### config.mk
export PLATFORM = sky130hd
export DESIGN_NAME = crc32_packet_deframer
export DESIGN_NICKNAME = d
export VERILOG_FILES = /design/src/rtl/core/crcdf_pkg.sv /design/src/rtl/core/crcdf_ram.sv /design/src/rtl/core/crcdf_front.sv /design/src/rtl/core/crcdf_queue.sv /design/src/rtl/core/crcdf_back.sv /design/src/rtl/core/crc32_packet_deframer.sv
export SDC_FILE = /design/constraint.sdc
export NUM_CORES = 1
export LEC_CHECK = 0
export BUFFER_PORTS_ARGS = -buffer_cell sky130_fd_sc_hd__buf_2
export CAP_MARGIN = 20
export CORE_MARGIN = 2
export CORE_UTILIZATION = 46
export CTS_CLUSTER_SIZE = 20
export DETAILED_ROUTE_END_ITERATION = 16
export PLACE_DENSITY = 0.68
export SYNTH_ARGS = -nofsm -noshare
export SYNTH_HDL_FRONTEND = slang
export SYNTH_SLANG_ARGS = --single-unit
### constraint.sdc
create_clock -name clk_i -period 6.35 [get_ports clk_i]
set_input_delay 0.9525 -clock clk_i [delete_from_list [all_inputs] [get_ports clk_i]]
set_output_delay 0.9525 -clock clk_i [all_outputs]
set_load 0.005 [all_outputs]
### src/rtl/core/crcdf_pkg.sv
// shared types, constants and crc function of the crc32 packet deframer
package crcdf_pkg;

  localparam int unsigned MaxPayload   = 64;
  localparam int unsigned PayIdxW      = 6;
  localparam int unsigned LenW         = 7;
  localparam int unsigned PosW         = 7;
  localparam int unsigned HdrBytes     = 8;
  localparam int unsigned TrailerBytes = 4;
  localparam int unsigned RamDepth     = 2 * 64;
  localparam int unsigned RamAddrW     = 7;

  localparam logic [31:0] CrcPoly = 32'hEDB88320;
  localparam logic [31:0] CrcOnes = 32'hFFFFFFFF;

  // configuration register indexes
  localparam logic CfgMagicFirst  = 1'b0;
  localparam logic CfgMagicSecond = 1'b1;

  // header byte positions within the frame
  localparam logic [2:0] PosVersion = 3'd2;
  localparam logic [2:0] PosCommand = 3'd3;
  localparam logic [2:0] PosSeqLo   = 3'd4;
  localparam logic [2:0] PosSeqHi   = 3'd5;
  localparam logic [2:0] PosLenLo   = 3'd6;

  typedef enum logic [1:0] {
    BackIdle,
    BackRead,
    BackLoad,
    BackShow
  } back_state_e;

  // one good frame waiting for its results
  typedef struct packed {
    logic [7:0]      version;
    logic [7:0]      command;
    logic [15:0]     sequence_no;
    logic [LenW-1:0] length;
    logic            bank;
  } frame_desc_t;

  // reflected crc-32 over one byte
  function automatic logic [31:0] crc_byte(input logic [31:0] crc, input logic [7:0] b);
    logic [31:0] c;
    c = crc ^ {24'd0, b};
    for (int k = 0; k < 8; k++) begin
      c = c[0] ? ((c >> 1) ^ CrcPoly) : (c >> 1);
    end
    return c;
  endfunction

endpackage

### src/rtl/core/crcdf_ram.sv
// generic single write, single read ram with registered read data
module crcdf_ram #(
  parameter int unsigned Width = 8,
  parameter int unsigned Depth = 128
) (
  input  logic                     clk_i,
  input  logic                     we_i,
  input  logic [$clog2(Depth)-1:0] waddr_i,
  input  logic [Width-1:0]         wdata_i,
  input  logic                     re_i,
  input  logic [$clog2(Depth)-1:0] raddr_i,
  output logic [Width-1:0]         rdata_o
);

  logic [Width-1:0] mem_q [Depth];
  logic [Width-1:0] rdata_q;

  always_ff @(posedge clk_i) begin
    if (we_i) begin
      mem_q[waddr_i] <= wdata_i;
    end
    if (re_i) begin
      rdata_q <= mem_q[raddr_i];
    end
  end

  assign rdata_o = rdata_q;

endmodule

### src/rtl/core/crcdf_front.sv
// front end: sync hunt, header capture, running crc, payload writes
module crcdf_front (
  input  logic                           clk_i,
  input  logic                           rst_ni,
  input  logic                           cfg_we_i,
  input  logic                           cfg_index_i,
  input  logic [7:0]                     cfg_data_i,
  input  logic                           beat_i,
  input  logic [7:0]                     data_byte_i,
  output logic                           ram_we_o,
  output logic [crcdf_pkg::RamAddrW-1:0] ram_waddr_o,
  output logic [7:0]                     ram_wdata_o,
  output logic                           push_o,
  output crcdf_pkg::frame_desc_t         desc_o
);

  logic [7:0]                  magic_first_q, magic_first_d;
  logic [7:0]                  magic_second_q, magic_second_d;
  logic [crcdf_pkg::PosW-1:0]  pos_q, pos_d;
  logic [7:0]                  version_q, version_d;
  logic [7:0]                  command_q, command_d;
  logic [15:0]                 seq_q, seq_d;
  logic [15:0]                 len_q, len_d;
  logic [31:0]                 crc_q, crc_d;
  logic [31:0]                 rcrc_q, rcrc_d;
  logic                        bank_q, bank_d;
  logic [31:0]                 crc_next;
  logic [crcdf_pkg::PosW-1:0]  pay_end;
  logic [crcdf_pkg::PosW-1:0]  trl_last;
  logic [crcdf_pkg::PosW-1:0]  pay_off;
  logic [crcdf_pkg::PosW-1:0]  trl_off;
  logic [31:0]                 rcrc_full;
  logic [15:0]                 len_full;

  assign crc_next = crcdf_pkg::crc_byte(crc_q, data_byte_i);
  assign pay_end  = crcdf_pkg::PosW'(crcdf_pkg::HdrBytes) + len_q[crcdf_pkg::LenW-1:0];
  assign trl_last = pay_end + crcdf_pkg::PosW'(crcdf_pkg::TrailerBytes - 1);
  assign pay_off  = pos_q - crcdf_pkg::PosW'(crcdf_pkg::HdrBytes);
  assign trl_off  = pos_q - pay_end;
  assign len_full = {data_byte_i, len_q[7:0]};

  always_comb begin
    rcrc_full = rcrc_q;
    case (trl_off[1:0])
      2'd0:    rcrc_full[7:0]   = data_byte_i;
      2'd1:    rcrc_full[15:8]  = data_byte_i;
      2'd2:    rcrc_full[23:16] = data_byte_i;
      default: rcrc_full[31:24] = data_byte_i;
    endcase
  end

  always_comb begin
    magic_first_d  = magic_first_q;
    magic_second_d = magic_second_q;
    if (cfg_we_i) begin
      case (cfg_index_i)
        crcdf_pkg::CfgMagicFirst:  magic_first_d  = cfg_data_i;
        crcdf_pkg::CfgMagicSecond: magic_second_d = cfg_data_i;
        default:                   magic_first_d  = magic_first_q;
      endcase
    end
  end

  always_comb begin
    pos_d       = pos_q;
    version_d   = version_q;
    command_d   = command_q;
    seq_d       = seq_q;
    len_d       = len_q;
    crc_d       = crc_q;
    rcrc_d      = rcrc_q;
    bank_d      = bank_q;
    ram_we_o    = 1'b0;
    ram_waddr_o = {bank_q, pay_off[crcdf_pkg::PayIdxW-1:0]};
    ram_wdata_o = data_byte_i;
    push_o      = 1'b0;
    if (beat_i) begin
      if (pos_q == '0) begin
        if (data_byte_i == magic_first_q) begin
          pos_d = crcdf_pkg::PosW'(1);
        end
      end else if (pos_q == crcdf_pkg::PosW'(1)) begin
        if (data_byte_i != magic_second_q) begin
          // a repeated first sync byte keeps one byte matched
          pos_d = (data_byte_i == magic_first_q) ? crcdf_pkg::PosW'(1) : '0;
        end else begin
          pos_d  = crcdf_pkg::PosW'(2);
          crc_d  = crcdf_pkg::CrcOnes;
          rcrc_d = '0;
        end
      end else if (pos_q < crcdf_pkg::PosW'(crcdf_pkg::HdrBytes)) begin
        crc_d = crc_next;
        pos_d = pos_q + crcdf_pkg::PosW'(1);
        case (pos_q[2:0])
          crcdf_pkg::PosVersion: version_d = data_byte_i;
          crcdf_pkg::PosCommand: command_d = data_byte_i;
          crcdf_pkg::PosSeqLo:   seq_d[7:0]  = data_byte_i;
          crcdf_pkg::PosSeqHi:   seq_d[15:8] = data_byte_i;
          crcdf_pkg::PosLenLo:   len_d[7:0]  = data_byte_i;
          default: begin
            len_d[15:8] = data_byte_i;
            // oversize length drops the frame
            if (len_full > 16'(crcdf_pkg::MaxPayload)) begin
              pos_d = '0;
            end
          end
        endcase
      end else if (pos_q < pay_end) begin
        crc_d    = crc_next;
        ram_we_o = 1'b1;
        pos_d    = pos_q + crcdf_pkg::PosW'(1);
      end else begin
        rcrc_d = rcrc_full;
        if (pos_q != trl_last) begin
          pos_d = pos_q + crcdf_pkg::PosW'(1);
        end else begin
          pos_d = '0;
          if ((crc_q ^ crcdf_pkg::CrcOnes) == rcrc_full) begin
            push_o = 1'b1;
            bank_d = ~bank_q;
          end
        end
      end
    end
  end

  always_ff @(posedge clk_i or negedge rst_ni) begin
    if (!rst_ni) begin
      magic_first_q  <= 8'hA5;
      magic_second_q <= 8'h5A;
      pos_q          <= '0;
      crc_q          <= crcdf_pkg::CrcOnes;
      bank_q         <= 1'b0;
    end else begin
      magic_first_q  <= magic_first_d;
      magic_second_q <= magic_second_d;
      pos_q          <= pos_d;
      crc_q          <= crc_d;
      bank_q         <= bank_d;
    end
  end

  always_ff @(posedge clk_i) begin
    version_q <= version_d;
    command_q <= command_d;
    seq_q     <= seq_d;
    len_q     <= len_d;
    rcrc_q    <= rcrc_d;
  end

  assign desc_o.version     = version_q;
  assign desc_o.command     = command_q;
  assign desc_o.sequence_no = seq_q;
  assign desc_o.length      = len_q[crcdf_pkg::LenW-1:0];
  assign desc_o.bank        = bank_q;

endmodule

### src/rtl/core/crcdf_queue.sv
// two entry queue of good frame descriptors between front and back
module crcdf_queue (
  input  logic                   clk_i,
  input  logic                   rst_ni,
  input  logic                   push_i,
  input  crcdf_pkg::frame_desc_t desc_i,
  input  logic                   pop_i,
  output crcdf_pkg::frame_desc_t desc_o,
  output logic                   empty_o,
  output logic                   full_o
);

  crcdf_pkg::frame_desc_t entry_q [2];
  logic       wptr_q, wptr_d;
  logic       rptr_q, rptr_d;
  logic [1:0] count_q, count_d;

  always_comb begin
    wptr_d  = push_i ? ~wptr_q : wptr_q;
    rptr_d  = pop_i ? ~rptr_q : rptr_q;
    count_d = count_q + 2'(push_i) - 2'(pop_i);
  end

  always_ff @(posedge clk_i or negedge rst_ni) begin
    if (!rst_ni) begin
      wptr_q  <= 1'b0;
      rptr_q  <= 1'b0;
      count_q <= '0;
    end else begin
      wptr_q  <= wptr_d;
      rptr_q  <= rptr_d;
      count_q <= count_d;
    end
  end

  always_ff @(posedge clk_i) begin
    if (push_i) begin
      entry_q[wptr_q] <= desc_i;
    end
  end

  assign desc_o  = entry_q[rptr_q];
  assign empty_o = (count_q == 2'd0);
  assign full_o  = (count_q == 2'd2);

endmodule

### src/rtl/core/crcdf_back.sv
// back end: reads the payload bank of a good frame and emits its results
module crcdf_back (
  input  logic                           clk_i,
  input  logic                           rst_ni,
  input  logic                           empty_i,
  input  crcdf_pkg::frame_desc_t         desc_i,
  output logic                           pop_o,
  output logic                           ram_re_o,
  output logic [crcdf_pkg::RamAddrW-1:0] ram_raddr_o,
  input  logic [7:0]                     ram_rdata_i,
  output logic                           out_valid_o,
  input  logic                           out_ready_i,
  output logic [7:0]                     version_o,
  output logic [7:0]                     command_o,
  output logic [15:0]                    sequence_res_o,
  output logic [crcdf_pkg::LenW-1:0]     data_len_o,
  output logic                           has_payload_o,
  output logic [crcdf_pkg::PayIdxW-1:0]  byte_index_o,
  output logic [7:0]                     payload_byte_o,
  output logic                           last_o
);

  crcdf_pkg::back_state_e state_q, state_d;
  logic [crcdf_pkg::PayIdxW-1:0] idx_q, idx_d;
  logic                          load;
  logic                          is_last;
  logic                          has_pay;
  logic [7:0]                    version_q;
  logic [7:0]                    command_q;
  logic [15:0]                   seq_q;
  logic [crcdf_pkg::LenW-1:0]    len_q;
  logic                          has_pay_q;
  logic [crcdf_pkg::PayIdxW-1:0] index_q;
  logic [7:0]                    byte_q;
  logic                          last_q;

  assign has_pay = (desc_i.length != '0);
  assign is_last = !has_pay ||
                   ({1'b0, idx_q} == (desc_i.length - crcdf_pkg::LenW'(1)));
  assign ram_raddr_o = {desc_i.bank, idx_q};

  always_comb begin
    state_d     = state_q;
    idx_d       = idx_q;
    load        = 1'b0;
    pop_o       = 1'b0;
    ram_re_o    = 1'b0;
    out_valid_o = 1'b0;
    case (state_q)
      crcdf_pkg::BackIdle: begin
        idx_d = '0;
        if (!empty_i) begin
          state_d = crcdf_pkg::BackRead;
        end
      end
      crcdf_pkg::BackRead: begin
        ram_re_o = 1'b1;
        state_d  = crcdf_pkg::BackLoad;
      end
      crcdf_pkg::BackLoad: begin
        load    = 1'b1;
        state_d = crcdf_pkg::BackShow;
      end
      crcdf_pkg::BackShow: begin
        out_valid_o = 1'b1;
        if (out_ready_i) begin
          if (last_q) begin
            pop_o   = 1'b1;
            state_d = crcdf_pkg::BackIdle;
          end else begin
            idx_d   = idx_q + crcdf_pkg::PayIdxW'(1);
            state_d = crcdf_pkg::BackRead;
          end
        end
      end
      default: state_d = crcdf_pkg::BackIdle;
    endcase
  end

  always_ff @(posedge clk_i or negedge rst_ni) begin
    if (!rst_ni) begin
      state_q <= crcdf_pkg::BackIdle;
      idx_q   <= '0;
    end else begin
      state_q <= state_d;
      idx_q   <= idx_d;
    end
  end

  always_ff @(posedge clk_i) begin
    if (load) begin
      version_q <= desc_i.version;
      command_q <= desc_i.command;
      seq_q     <= desc_i.sequence_no;
      len_q     <= desc_i.length;
      has_pay_q <= has_pay;
      index_q   <= has_pay ? idx_q : '0;
      byte_q    <= has_pay ? ram_rdata_i : 8'd0;
      last_q    <= is_last;
    end
  end

  assign version_o      = version_q;
  assign command_o      = command_q;
  assign sequence_res_o = seq_q;
  assign data_len_o     = len_q;
  assign has_payload_o  = has_pay_q;
  assign byte_index_o   = index_q;
  assign payload_byte_o = byte_q;
  assign last_o         = last_q;

endmodule

### src/rtl/core/crc32_packet_deframer.sv
// top level of the crc32 checked packet deframer
// The deframer takes one received byte per input beat and accepts a byte in
// every cycle while fewer than two good frames wait for delivery. It hunts
// for the two sync bytes (config registers 0 and 1), collects the header,
// the payload of up to 64 bytes and a little-endian reflected crc-32, and
// drops frames with an oversize length or a crc mismatch without a trace.
// Payload bytes go into a two-bank payload ram, one bank per frame, so the
// front end can receive the next frame while the back end still delivers
// the last one. A good frame emits one output beat per payload byte, or a
// single beat with has_payload low for an empty payload. Each result passes
// in turn through a ram read, a register load and an output beat held
// until out_ready; the front end stalls only when two good frames are
// queued. The config port is always ready.
module crc32_packet_deframer (
  input  logic        clk_i,
  input  logic        rst_ni,
  // configuration writes
  input  logic        cfg_valid_i,
  output logic        cfg_ready_o,
  input  logic        cfg_index_i,
  input  logic [7:0]  cfg_data_i,
  // received bytes
  input  logic        in_valid_i,
  output logic        in_ready_o,
  input  logic [7:0]  data_byte_i,
  // results
  output logic        out_valid_o,
  input  logic        out_ready_i,
  output logic [7:0]  version_o,
  output logic [7:0]  command_o,
  output logic [15:0] sequence_res_o,
  output logic [6:0]  data_len_o,
  output logic        has_payload_o,
  output logic [5:0]  byte_index_o,
  output logic [7:0]  payload_byte_o,
  output logic        last_o
);

  // handshake qualifiers
  logic in_beat;
  logic cfg_beat;

  // payload ram ports
  logic                           ram_we;
  logic [crcdf_pkg::RamAddrW-1:0] ram_waddr;
  logic [7:0]                     ram_wdata;
  logic                           ram_re;
  logic [crcdf_pkg::RamAddrW-1:0] ram_raddr;
  logic [7:0]                     ram_rdata;

  // descriptor queue
  logic                   push;
  logic                   pop;
  logic                   q_empty;
  logic                   q_full;
  crcdf_pkg::frame_desc_t push_desc;
  crcdf_pkg::frame_desc_t head_desc;

  assign cfg_ready_o = 1'b1;
  assign cfg_beat    = cfg_valid_i & cfg_ready_o;

  // both payload banks busy: hold off new bytes
  assign in_ready_o = ~q_full;
  assign in_beat    = in_valid_i & in_ready_o;

  crcdf_front u_front (
    .clk_i       (clk_i),
    .rst_ni      (rst_ni),
    .cfg_we_i    (cfg_beat),
    .cfg_index_i (cfg_index_i),
    .cfg_data_i  (cfg_data_i),
    .beat_i      (in_beat),
    .data_byte_i (data_byte_i),
    .ram_we_o    (ram_we),
    .ram_waddr_o (ram_waddr),
    .ram_wdata_o (ram_wdata),
    .push_o      (push),
    .desc_o      (push_desc)
  );

  // two banks of payload bytes, bank bit on top of the address
  crcdf_ram #(
    .Width (8),
    .Depth (crcdf_pkg::RamDepth)
  ) u_payload_ram (
    .clk_i   (clk_i),
    .we_i    (ram_we),
    .waddr_i (ram_waddr),
    .wdata_i (ram_wdata),
    .re_i    (ram_re),
    .raddr_i (ram_raddr),
    .rdata_o (ram_rdata)
  );

  crcdf_queue u_queue (
    .clk_i   (clk_i),
    .rst_ni  (rst_ni),
    .push_i  (push),
    .desc_i  (push_desc),
    .pop_i   (pop),
    .desc_o  (head_desc),
    .empty_o (q_empty),
    .full_o  (q_full)
  );

  crcdf_back u_back (
    .clk_i          (clk_i),
    .rst_ni         (rst_ni),
    .empty_i        (q_empty),
    .desc_i         (head_desc),
    .pop_o          (pop),
    .ram_re_o       (ram_re),
    .ram_raddr_o    (ram_raddr),
    .ram_rdata_i    (ram_rdata),
    .out_valid_o    (out_valid_o),
    .out_ready_i    (out_ready_i),
    .version_o      (version_o),
    .command_o      (command_o),
    .sequence_res_o (sequence_res_o),
    .data_len_o     (data_len_o),
    .has_payload_o  (has_payload_o),
    .byte_index_o   (byte_index_o),
    .payload_byte_o (payload_byte_o),
    .last_o         (last_o)
  );

endmodule
==> results of run 1 <==
-- layout make-up --
cell class / count / area [um^2]
well taps: 1500 / 1877
diodes: 2 / 5.005
clock inverters: 96 / 1179
flip-flops and latches: 1307 / 38970
inverters: 29 / 108.9
fillers: 8550 / 53620
multi-input cells: 1111 / 12370
repair buffers: 121 / 828.3
clock buffers: 148 / 3383
-- stage by stage --
stage	power, mW	utilization, %	hold WS (ns)	setup WS, ns
2_1_floorplan	14.18	-	0.4215	1.809
3_3_place_gp	15.55	48.15	0.4220	1.870
6_report	23.58	52.27	0.4468	1.653
3_5_place_dp	15.67	48.18	0.4309	1.701
5_1_grt	24.46	52.27	0.4447	1.388
4_1_cts	23.72	52.24	0.4157	1.647
-- power breakdown --
group / internal (mW) / switching, mW
combinational: 2.40 / 2.76
clock: 4.74 / 3.35
sequential: 9.97 / 0.372
total: 17.1 / 6.48
-- synthesized netlist by cell type, types with 3 or more instances --
master | n | area, um^2
inv_1 | 29 | 108.9
a21o_1 | 3 | 22.52
a211oi_1 | 8 | 60.06
dfstp_2 | 40 | 1051
nand2b_1 | 5 | 31.28
nand3_1 | 18 | 90.09
nor3_1 | 12 | 60.06
buf_1 | 8 | 30.03
o211ai_1 | 4 | 30.03
mux2i_1 | 54 | 540.5
buf_4 | 14 | 105.1
mux4_1 | 5 | 131.4
nand4_1 | 12 | 75.07
a22oi_1 | 16 | 120.1
and3_1 | 6 | 37.54
xor2_1 | 56 | 490.5
nand2_1 | 38 | 142.6
mux2_2 | 58 | 653.1
edfxtp_1 | 1239 | 37210
a311oi_1 | 6 | 52.55
buf_6 | 10 | 112.6
buf_2 | 42 | 210.2
nor4_1 | 12 | 75.07
ha_1 | 23 | 287.8
nor2_1 | 220 | 825.8
a31oi_1 | 10 | 62.56
a21oi_1 | 53 | 265.3
mux4_2 | 299 | 6734
and2_1 | 3 | 18.77
nor2b_1 | 48 | 300.3
o21ai_0 | 18 | 90.09
a2111oi_0 | 7 | 61.31
clkbuf_1 | 51 | 191.4
dfrtp_1 | 28 | 700.7
a211o_1 | 6 | 52.55
xnor2_1 | 83 | 727.0
-- layer usage --
layer  vias to the layer above  share of wire [%]
li1                      10650                  -
met5                         -                  0
met2                      1199                 50
met3                       197                7.6
met1                     13380                 40
met4                         0                3.0
-- how the worst max path moves through the flow --
stage,from,end,depth (start not counted),slack (ns)
detailed placement,u_front.len_q[3]$_DFFE_PP_,u_payload_ram.mem_q[77][3]$_DFFE_PP_,10,1.70
floorplan,u_front.pos_q[0]$_DFFE_PN0P_,u_queue.entry_q[0][0]$_DFFE_PP_,10,1.81
global placement,u_front.len_q[3]$_DFFE_PP_,u_payload_ram.mem_q[45][1]$_DFFE_PP_,10,1.87
finish,u_front.len_q[3]$_DFFE_PP_,u_payload_ram.mem_q[85][7]$_DFFE_PP_,10,1.65
global route,u_front.len_q[3]$_DFFE_PP_,u_payload_ram.mem_q[77][4]$_DFFE_PP_,10,1.39
CTS,u_front.len_q[3]$_DFFE_PP_,u_payload_ram.mem_q[53][7]$_DFFE_PP_,10,1.65
-- logic make-up after synthesis --
group                    share of synthesized area [%]
flip-flops                                       74.86
other                                         0.007206
buffers and inverters                            1.486
AO/OA/AOI/OAI                                    1.753
XOR/XNOR                                         2.445
adder cells (fa/ha/maj)                         0.5722
multiplexers                                     15.49
AND/OR/NAND/NOR                                  3.395
-- flip-flops by register name, indices dropped and copies added, names as in the netlist, 16 cells and up --
signal / count
u_queue.entry_q: 80
u_front.rcrc_q: 32
u_front.seq_q: 16
u_back.sequence_res_o: 16
u_front.crc_q: 32
u_payload_ram.mem_q: 1024
==> results_dict.tcl, run 1 <==
set metrics [dict create \
    rsz0062_at_grt "no" \
    die-height_um 340.4 \
    worst_pin_slew_ns 1.092 \
    synth_edf_count 1239 \
    hold_buffers 0 \
    cts_setup_buffers 0 \
    busiest_layer "met2" \
    grt_pass1_vias 26330 \
    hpwl_mm 72.55 \
    clock_skew_ns 0.02361 \
    syn_area_per_cell_um2 20.23 \
    maxSlewHeadroom_pct 25.09 \
    vdd_drop_max_uv 334.0 \
    yosysUniqueCellTypes 58 \
    ys_seq_area_share_pct 74.86 \
    clkTransAtPathRegs_ns 0.06 \
    holdCritPathClass "register to register" \
    grt.met2_usage_pct 33.81 \
    cts_tree "done" \
    post-route-min-period_ns 4.697 \
    ff2ff_path_depth 10 \
    start_kind "register" \
    final_cell_mix "edfxtp_1, mux4_2, nor2_1" \
    crit_chain "inv_1 -> ha_1 -> ha_1 -> a21o_1 -> a21o_1 -> o21ai_0 -> nor4b_2 -> and2_1 -> nand3_2 -> nor2_1" \
    p_per_area_nw_per_um2 401.5 \
    port_buffers 78 \
    cts.sinks 1307 \
    use_met3_pct 3.725 \
    vias 25420 \
    cts.repair.resized 0 \
    fin_cells 4314 \
    fin_nets 2747 \
    yosys_warnings 0 \
    drc 0 \
    syn_nets 2618 \
    antenna_left 0 \
    drt-wirelength-per-cell_um 27.62 \
    whs_path_depth 0 \
    status "finished clean" \
    grt_overflow_total 0 \
    grt_usage_pct 20.80 \
    synth_seq_cells 1307 \
    layout-drive-gt1-share_pct 26.81 \
    drt_iter0_drc 2915 \
    clk_path_buf_depth 3 \
    p_leak_nw 18.33 \
    die_area_um2 115800 \
    first_pass_iters 6 \
    slew_viol_final 0 \
    core_um2 112300 \
    cp.required_ns 6.71 \
    synthesis.area_um2 52040 \
    cts-root-buf "clkbuf_16" \
    dp_cells 4065 \
    vias_per_cell 5.893 \
    r2r-start "u_front.len_q[3]$_DFFE_PP_" \
    report.final.setup_viol 0 \
    hold_viol_final 0 \
    std_cell_rows 123 \
    wirelength_mm 119.2 \
    met1_usage_pct 28.50 \
    crit_family "simple AND/OR/NAND/NOR gates" \
    place.gp.congestion 0.8658 \
    pin_count 80 \
    finalCritPeriodShare_pct 73.96 \
    min_from "u_front.version_q[7]$_DFFE_PP_" \
    grt_max_degree 117 \
    initial_core_util_pct 46.32 \
    cpPeakStageDelay_ns 0.89 \
    antenna_found_initial 2 \
    grt_pass1_wl_mm 178.3 \
    worstPathMaxFanout 16 \
    die_w_um 340.4 \
    placed_area_um2 54120 \
    cts_made_buffers 132 \
    worstSetupPathType "register to register" \
    crit_buf_inv 1 \
    insertion_delay_ns 0.74 \
    crit_path_end_kind "register" \
    synthArstFlopShare_pct 5.203 \
    design_area_um2 58730 \
    cts.htree.levels 4 \
    cap_violations 0 \
    finalSetupTns_ns 0 \
    worstPathArrival_ns 5.06 \
    min_to "u_queue.entry_q[1][39]$_DFFE_PP_" \
    rr_endpoint "u_payload_ram.mem_q[85][7]$_DFFE_PP_" \
    ys.flop_type "edfxtp_1" \
    synthToLayoutAreaGrowth_pct 12.84 \
    slowest_stage "nor2_1" \
    synth_cells 2573 \
    final_common_cell "edfxtp_1" \
    fmax_mhz 212.9 \
    r2r_setup_slack_ns 1.65 \
]
Note: power is estimated with default switching activity, not from simulation.
==> inputs of run 2 (changes only) <==
==> constraint.sdc (replaced) <==
create_clock -name clk_i -period 4.4 [get_ports clk_i]
set_input_delay 0.66 -clock clk_i [delete_from_list [all_inputs] [get_ports clk_i]]
set_output_delay 0.66 -clock clk_i [all_outputs]
set_load 0.005 [all_outputs]
==> run 2 against run 1 <==
Effect of this change:
- die area unchanged
- wire length fell by 0.40%
- sequential share of layout area down 0.58 points
- combinational power up 47%
==> results_dict.tcl, run 2 (synthesis results as in run 1) <==
set metrics [dict create \
    power_switching_mw 9.273 \
    grt_max_degree 133 \
    met3RoutedLength_mm 8.329 \
    wl_met2_mm 59.19 \
    crit_path_end_kind "register" \
    fmax_mhz 257.8 \
    cts.repair.resized 0 \
    finalSetupTns_ns 0 \
    grt_usage_pct 20.68 \
    vdd_drop_max_uv 407.0 \
    worstPathArrival_ns 4.23 \
    fin_cells 4366 \
    vias_per_cell 5.820 \
    drt-wirelength-per-cell_um 27.19 \
    antenna_cells 0 \
    r2r-start "u_front.len_q[3]$_DFFE_PP_" \
    cts.htree.levels 4 \
    p_total_mw 34.35 \
    grt_pass1_vias 26300 \
    slew_viol_final 0 \
    p_per_area_nw_per_um2 579.8 \
    final_common_cell "edfxtp_1" \
    rsz0062_at_grt "no" \
    status "finished clean" \
    dp_cells 4126 \
    worstPathMaxFanout 16 \
    m1WireLength_mm 47.99 \
    largest_register_ffs 1024 \
    cts.sinks 1307 \
    cap_violations 0 \
    core_um2 112300 \
    p_int_mw 25.08 \
    grt_overflow_total 0 \
    cp.required_ns 4.76 \
    antenna_left 0 \
    largestRegisters "u_payload_ram.mem_q x1024, u_queue.entry_q x80" \
    power_frac_clock_pct 34.5 \
    fin_ws_ns 0.5205 \
    report.final.setup_viol 0 \
    post-place-ws_ns 0.5219 \
    clkTransAtPathRegs_ns 0.06 \
    insertion_delay_ns 0.74 \
    final_cell_mix "edfxtp_1, mux4_2, nor2_1" \
    p_leak_nw 18.65 \
    antenna_found_initial 2 \
    die_w_um 340.4 \
    vias 25410 \
    initial_core_util_pct 46.32 \
    hold_viol_final 0 \
    combPwrFrac_pct 22.2 \
    grt_pass1_wl_mm 177.3 \
    hold_buffers 0 \
    seqPwrFrac_pct 43.4 \
    finalCritPeriodShare_pct 88.17 \
    die_area_um2 115800 \
    maxSlewHeadroom_pct 24.15 \
    layout-drive-gt1-share_pct 27.84 \
    port_buffers 78 \
    highest_layer "met4" \
    die-height_um 340.4 \
    start_kind "register" \
    top_register "u_payload_ram.mem_q" \
    ff2ff_path_depth 11 \
    holdCritPathClass "input pin to asynchronous set/reset pin" \
    clock_skew_ns 0.03235 \
    synthToLayoutAreaGrowth_pct 13.84 \
    p_sw_share_pct 27.00 \
    cts_made_buffers 131 \
    drc 0 \
    clk_path_buf_depth 3 \
    pin_count 80 \
    fin_nets 2805 \
    worst_pin_slew_ns 1.138 \
    post-route-min-period_ns 3.879 \
    cts_setup_buffers 0 \
    rr_endpoint "u_payload_ram.mem_q[41][7]$_DFFE_PP_" \
    cts-root-buf "clkbuf_16" \
    r2r_setup_slack_ns 0.52 \
    worstSetupPathType "register to register" \
    drt_iter0_drc 2673 \
    cts_tree "done" \
    hold_slack_ns 0.08893 \
    std_cell_rows 123 \
    hpwl_mm 72.99 \
    wirelength_mm 118.7 \
    first_pass_iters 5 \
    place.gp.congestion 0.8341 \
]
-- run 2: area by class of cell --
| cell class | count | area [um^2] |
|---|---|---|
| Sequential cell | 1307 | 38970 |
| Tap cell | 1500 | 1877 |
| Multi-Input combinational cell | 1111 | 12340 |
| Fill cell | 8599 | 53100 |
| Inverter | 29 | 108.9 |
| Clock buffer | 152 | 3452 |
| Clock inverter | 87 | 1162 |
| Timing Repair Buffer | 180 | 1326 |
-- run 2: power by group through the flow --
stage / Combinational, mW / Clock (mW) / Sequential, mW
after global routing: 8.14 / 12.5 / 15.0
after CTS: 7.67 / 12.0 / 14.9
after floorplan: 5.58 / 0 / 14.9
final: 7.61 / 11.8 / 14.9
after global placement: 7.51 / 0 / 15.1
after detailed placement: 7.61 / 0 / 15.2
-- run 2: per-layer routing --
layer / up-vias / global-route usage (%)
met5: - / 0
met4: 0 / 6.076
met3: 196 / 4.066
met2: 1056 / 33.97
met1: 13400 / 28.26
li1: 10760 / -
-- run 2: critical path: stages (launching register included) --
cell	delay [ns]
edfxtp_1	0.55
inv_1	0.10
ha_1	0.35
ha_1	0.32
a21o_1	0.19
a21o_1	0.18
o21ai_0	0.13
nor4b_2	0.42
and2_1	0.27
nand2_1	0.07
buf_4	0.27
nor2_1	0.65
-- run 2: worst max path at each step --
stage | slack, ns | endpoint | startpoint | cells after the start
after global placement | 0.72 | u_payload_ram.mem_q[45][6]$_DFFE_PP_ | u_front.len_q[3]$_DFFE_PP_ | 11
after CTS | 0.53 | u_payload_ram.mem_q[29][0]$_DFFE_PP_ | u_front.len_q[3]$_DFFE_PP_ | 11
after global routing | 0.34 | u_payload_ram.mem_q[45][4]$_DFFE_PP_ | u_front.len_q[3]$_DFFE_PP_ | 11
after floorplan | -0.14 | u_queue.entry_q[0][0]$_DFFE_PP_ | u_front.pos_q[0]$_DFFE_PN0P_ | 10
after detailed placement | 0.52 | u_payload_ram.mem_q[41][7]$_DFFE_PP_ | u_front.len_q[3]$_DFFE_PP_ | 11
final | 0.52 | u_payload_ram.mem_q[41][7]$_DFFE_PP_ | u_front.len_q[3]$_DFFE_PP_ | 11
-- run 2: per-stage QoR --
| step | area [um^2] | util (%) |
|---|---|---|
| detailed placement | 54610 | 48.61 |
| finish | 59240 | 52.73 |
| global route | 59240 | 52.73 |
| floorplan | 52040 | - |
| global placement | 54610 | 48.61 |
| CTS | 59220 | 52.72 |
==> inputs of run 3 (changes only) <==
--- a/config.mk
+++ b/config.mk
@@ -12,6 +12,7 @@
 export CTS_CLUSTER_SIZE = 20
 export DETAILED_ROUTE_END_ITERATION = 16
 export PLACE_DENSITY = 0.68
+export SLEW_MARGIN = 20
 export SYNTH_ARGS = -nofsm -noshare
 export SYNTH_HDL_FRONTEND = slang
 export SYNTH_SLANG_ARGS = --single-unit
==> constraint.sdc (replaced) <==
create_clock -name clk_i -period 4.4 [get_ports clk_i]
set_input_delay 0.88 -clock clk_i [delete_from_list [all_inputs] [get_ports clk_i]]
set_output_delay 0.88 -clock clk_i [all_outputs]
set_load 0.005 [all_outputs]
==> run 3 against run 2 <==
Effect of this change:
- cell count decreased by 0.48%
- clock-buffer cell count decreased by 10
- register-to-register slack improved by 0.06 ns
- via count decreased by 0.95%
==> results_dict.tcl, run 3 (synthesis results as in run 1) <==
set metrics [dict create \
    p_leak_nw 18.41 \
    power_switching_mw 9.123 \
    final_core_util_pct 52.36 \
    worstSetupPathType "register to register" \
    cap_violations 0 \
    p_total_mw 33.67 \
    clock_skew_ns 0.03043 \
    critPathLaunch "u_front.len_q[3]$_DFFE_PP_" \
    status "finished clean" \
    first_pass_iters 8 \
    worstPathMaxFanout 16 \
    vias_per_cell 5.792 \
    cp.required_ns 4.74 \
    fmax_mhz 261.6 \
    start_kind "register" \
    cts_setup_buffers 0 \
    fin_nets 2780 \
    p_per_area_nw_per_um2 572.4 \
    placed_area_um2 54520 \
    wirelength_mm 117.0 \
    place.gp.congestion 0.8597 \
    antenna_found_initial 4 \
    die_w_um 340.4 \
    grt_pass1_wl_mm 173.5 \
    report.final.setup_viol 0 \
    drc 0 \
    grt_overflow_total 0 \
    die-height_um 340.4 \
    power_frac_clock_pct 33.1 \
    die_area_um2 115800 \
    cts-root-buf "clkbuf_16" \
    worstPathArrival_ns 4.17 \
    cts.repair.resized 0 \
    finalSetupTns_ns 0 \
    r2r_setup_slack_ns 0.58 \
    core_um2 112300 \
    cpPeakStageDelay_ns 0.60 \
    cts.sinks 1307 \
    insertion_delay_ns 0.71 \
    drt_iter0_drc 2926 \
    post-route-min-period_ns 3.823 \
    final_common_cell "edfxtp_1" \
    hold_slack_ns 0.2763 \
    r2r-start "u_front.len_q[3]$_DFFE_PP_" \
    largestRegisters "u_payload_ram.mem_q x1024, u_queue.entry_q x80" \
    grt_max_degree 129 \
    pin_count 80 \
    antenna_left 0 \
    cts_made_buffers 121 \
    vias 25170 \
    vdd_drop_max_uv 391.1 \
    crit_path_end_kind "register" \
    cts_tree "done" \
    worst_pin_slew_ns 1.181 \
    slew_viol_final 0 \
    hold_buffers 0 \
    combPwrFrac_pct 22.6 \
    design_area_um2 58820 \
    grt_usage_pct 20.26 \
    port_buffers 78 \
    final_cell_mix "edfxtp_1, mux4_2, nor2_1" \
    p_sw_share_pct 27.10 \
    top_register "u_payload_ram.mem_q" \
    finalCritPeriodShare_pct 86.89 \
    largest_register_ffs 1024 \
    grt_pass1_vias 25810 \
    crit_chain "inv_1 -> ha_1 -> ha_1 -> a21o_1 -> a21o_1 -> o21ai_0 -> nor4b_2 -> and2_1 -> nand3_1 -> buf_4 -> nor2_1" \
    synthToLayoutAreaGrowth_pct 13.03 \
    clk_path_buf_depth 3 \
    hold_viol_final 0 \
    maxSlewHeadroom_pct 19.25 \
    layout-drive-gt1-share_pct 27.32 \
    hpwl_mm 72.61 \
    seqPwrFrac_pct 44.3 \
    clkTransAtPathRegs_ns 0.06 \
    holdCritPathClass "input pin to asynchronous set/reset pin" \
    cts.htree.levels 3 \
    initial_core_util_pct 46.32 \
    p_int_mw 24.55 \
    drt-wirelength-per-cell_um 26.92 \
    rr_endpoint "u_payload_ram.mem_q[117][5]$_DFFE_PP_" \
    slowest_stage "nor2_1" \
    std_cell_rows 123 \
    critical_path.endpoint "u_payload_ram.mem_q[117][5]$_DFFE_PP_" \
    ff2ff_path_depth 11 \
    rsz0062_at_grt "no" \
]
-- run 3: stage by stage --
step | setup slack [ns] | std cells
5_1_grt | 0.2865 | 4345
4_1_cts | 0.6061 | 4344
3_5_place_dp | 0.6032 | 4112
3_3_place_gp | 0.6640 | 4112
2_1_floorplan | -0.1411 | 2573
6_report | 0.5769 | 4345
-- run 3: power by group through the flow --
| stage | registers (mW) | logic [mW] | clock network [mW] |
|---|---|---|---|
| 5_1_grt | 15.0 | 8.18 | 11.8 |
| 3_5_place_dp | 15.2 | 7.63 | 0 |
| 2_1_floorplan | 14.9 | 5.58 | 0 |
| 3_3_place_gp | 15.1 | 7.52 | 0 |
| 6_report | 14.9 | 7.62 | 11.1 |
| 4_1_cts | 14.9 | 7.68 | 11.3 |
-- run 3: final cells by class --
class / instances / area (um^2)
diodes: 1 / 2.502
multi-input cells: 1111 / 12350
repair buffers: 165 / 1217
well taps: 1500 / 1877
clock buffers: 142 / 3178
flip-flops and latches: 1307 / 38970
inverters: 29 / 108.9
fillers: 8624 / 53520
clock inverters: 90 / 1112
-- run 3: layer usage --
metal	up-vias	part of all wire, %	global-route usage, %
met3	170	7.3	3.133
met2	1065	50	33.49
li1	10700	-	-
met5	-	0	0
met4	0	2.7	6.076
met1	13230	40	28.04
-- run 3: worst max-delay path, delay by kind of cell, from the launching register on --
| kind | cells | cell delay (ns) |
|---|---|---|
| DFF | 1 | 0.52 |
| AOI/OAI and AO/OA | 3 | 0.48 |
| buffers and inverters | 2 | 0.42 |
| and+or+nand+nor | 4 | 1.39 |
| adders and majority gates | 2 | 0.67 |
-- run 3: worst min-delay path by stage --
stage / end / slack (ns) / cells after the start
2_1_floorplan: u_queue.entry_q[0][10]$_DFFE_PP_ / 0.42 / 0
5_1_grt: u_front.magic_first_q[6]$_DFFE_PN0P_ / 0.32 / 1
3_3_place_gp: u_queue.entry_q[0][38]$_DFFE_PP_ / 0.42 / 0
3_5_place_dp: u_queue.entry_q[0][25]$_DFFE_PP_ / 0.43 / 0
4_1_cts: u_front.magic_second_q[2]$_DFFE_PN0P_ / 0.28 / 1
6_report: u_front.magic_first_q[4]$_DFFE_PN0P_ / 0.28 / 1
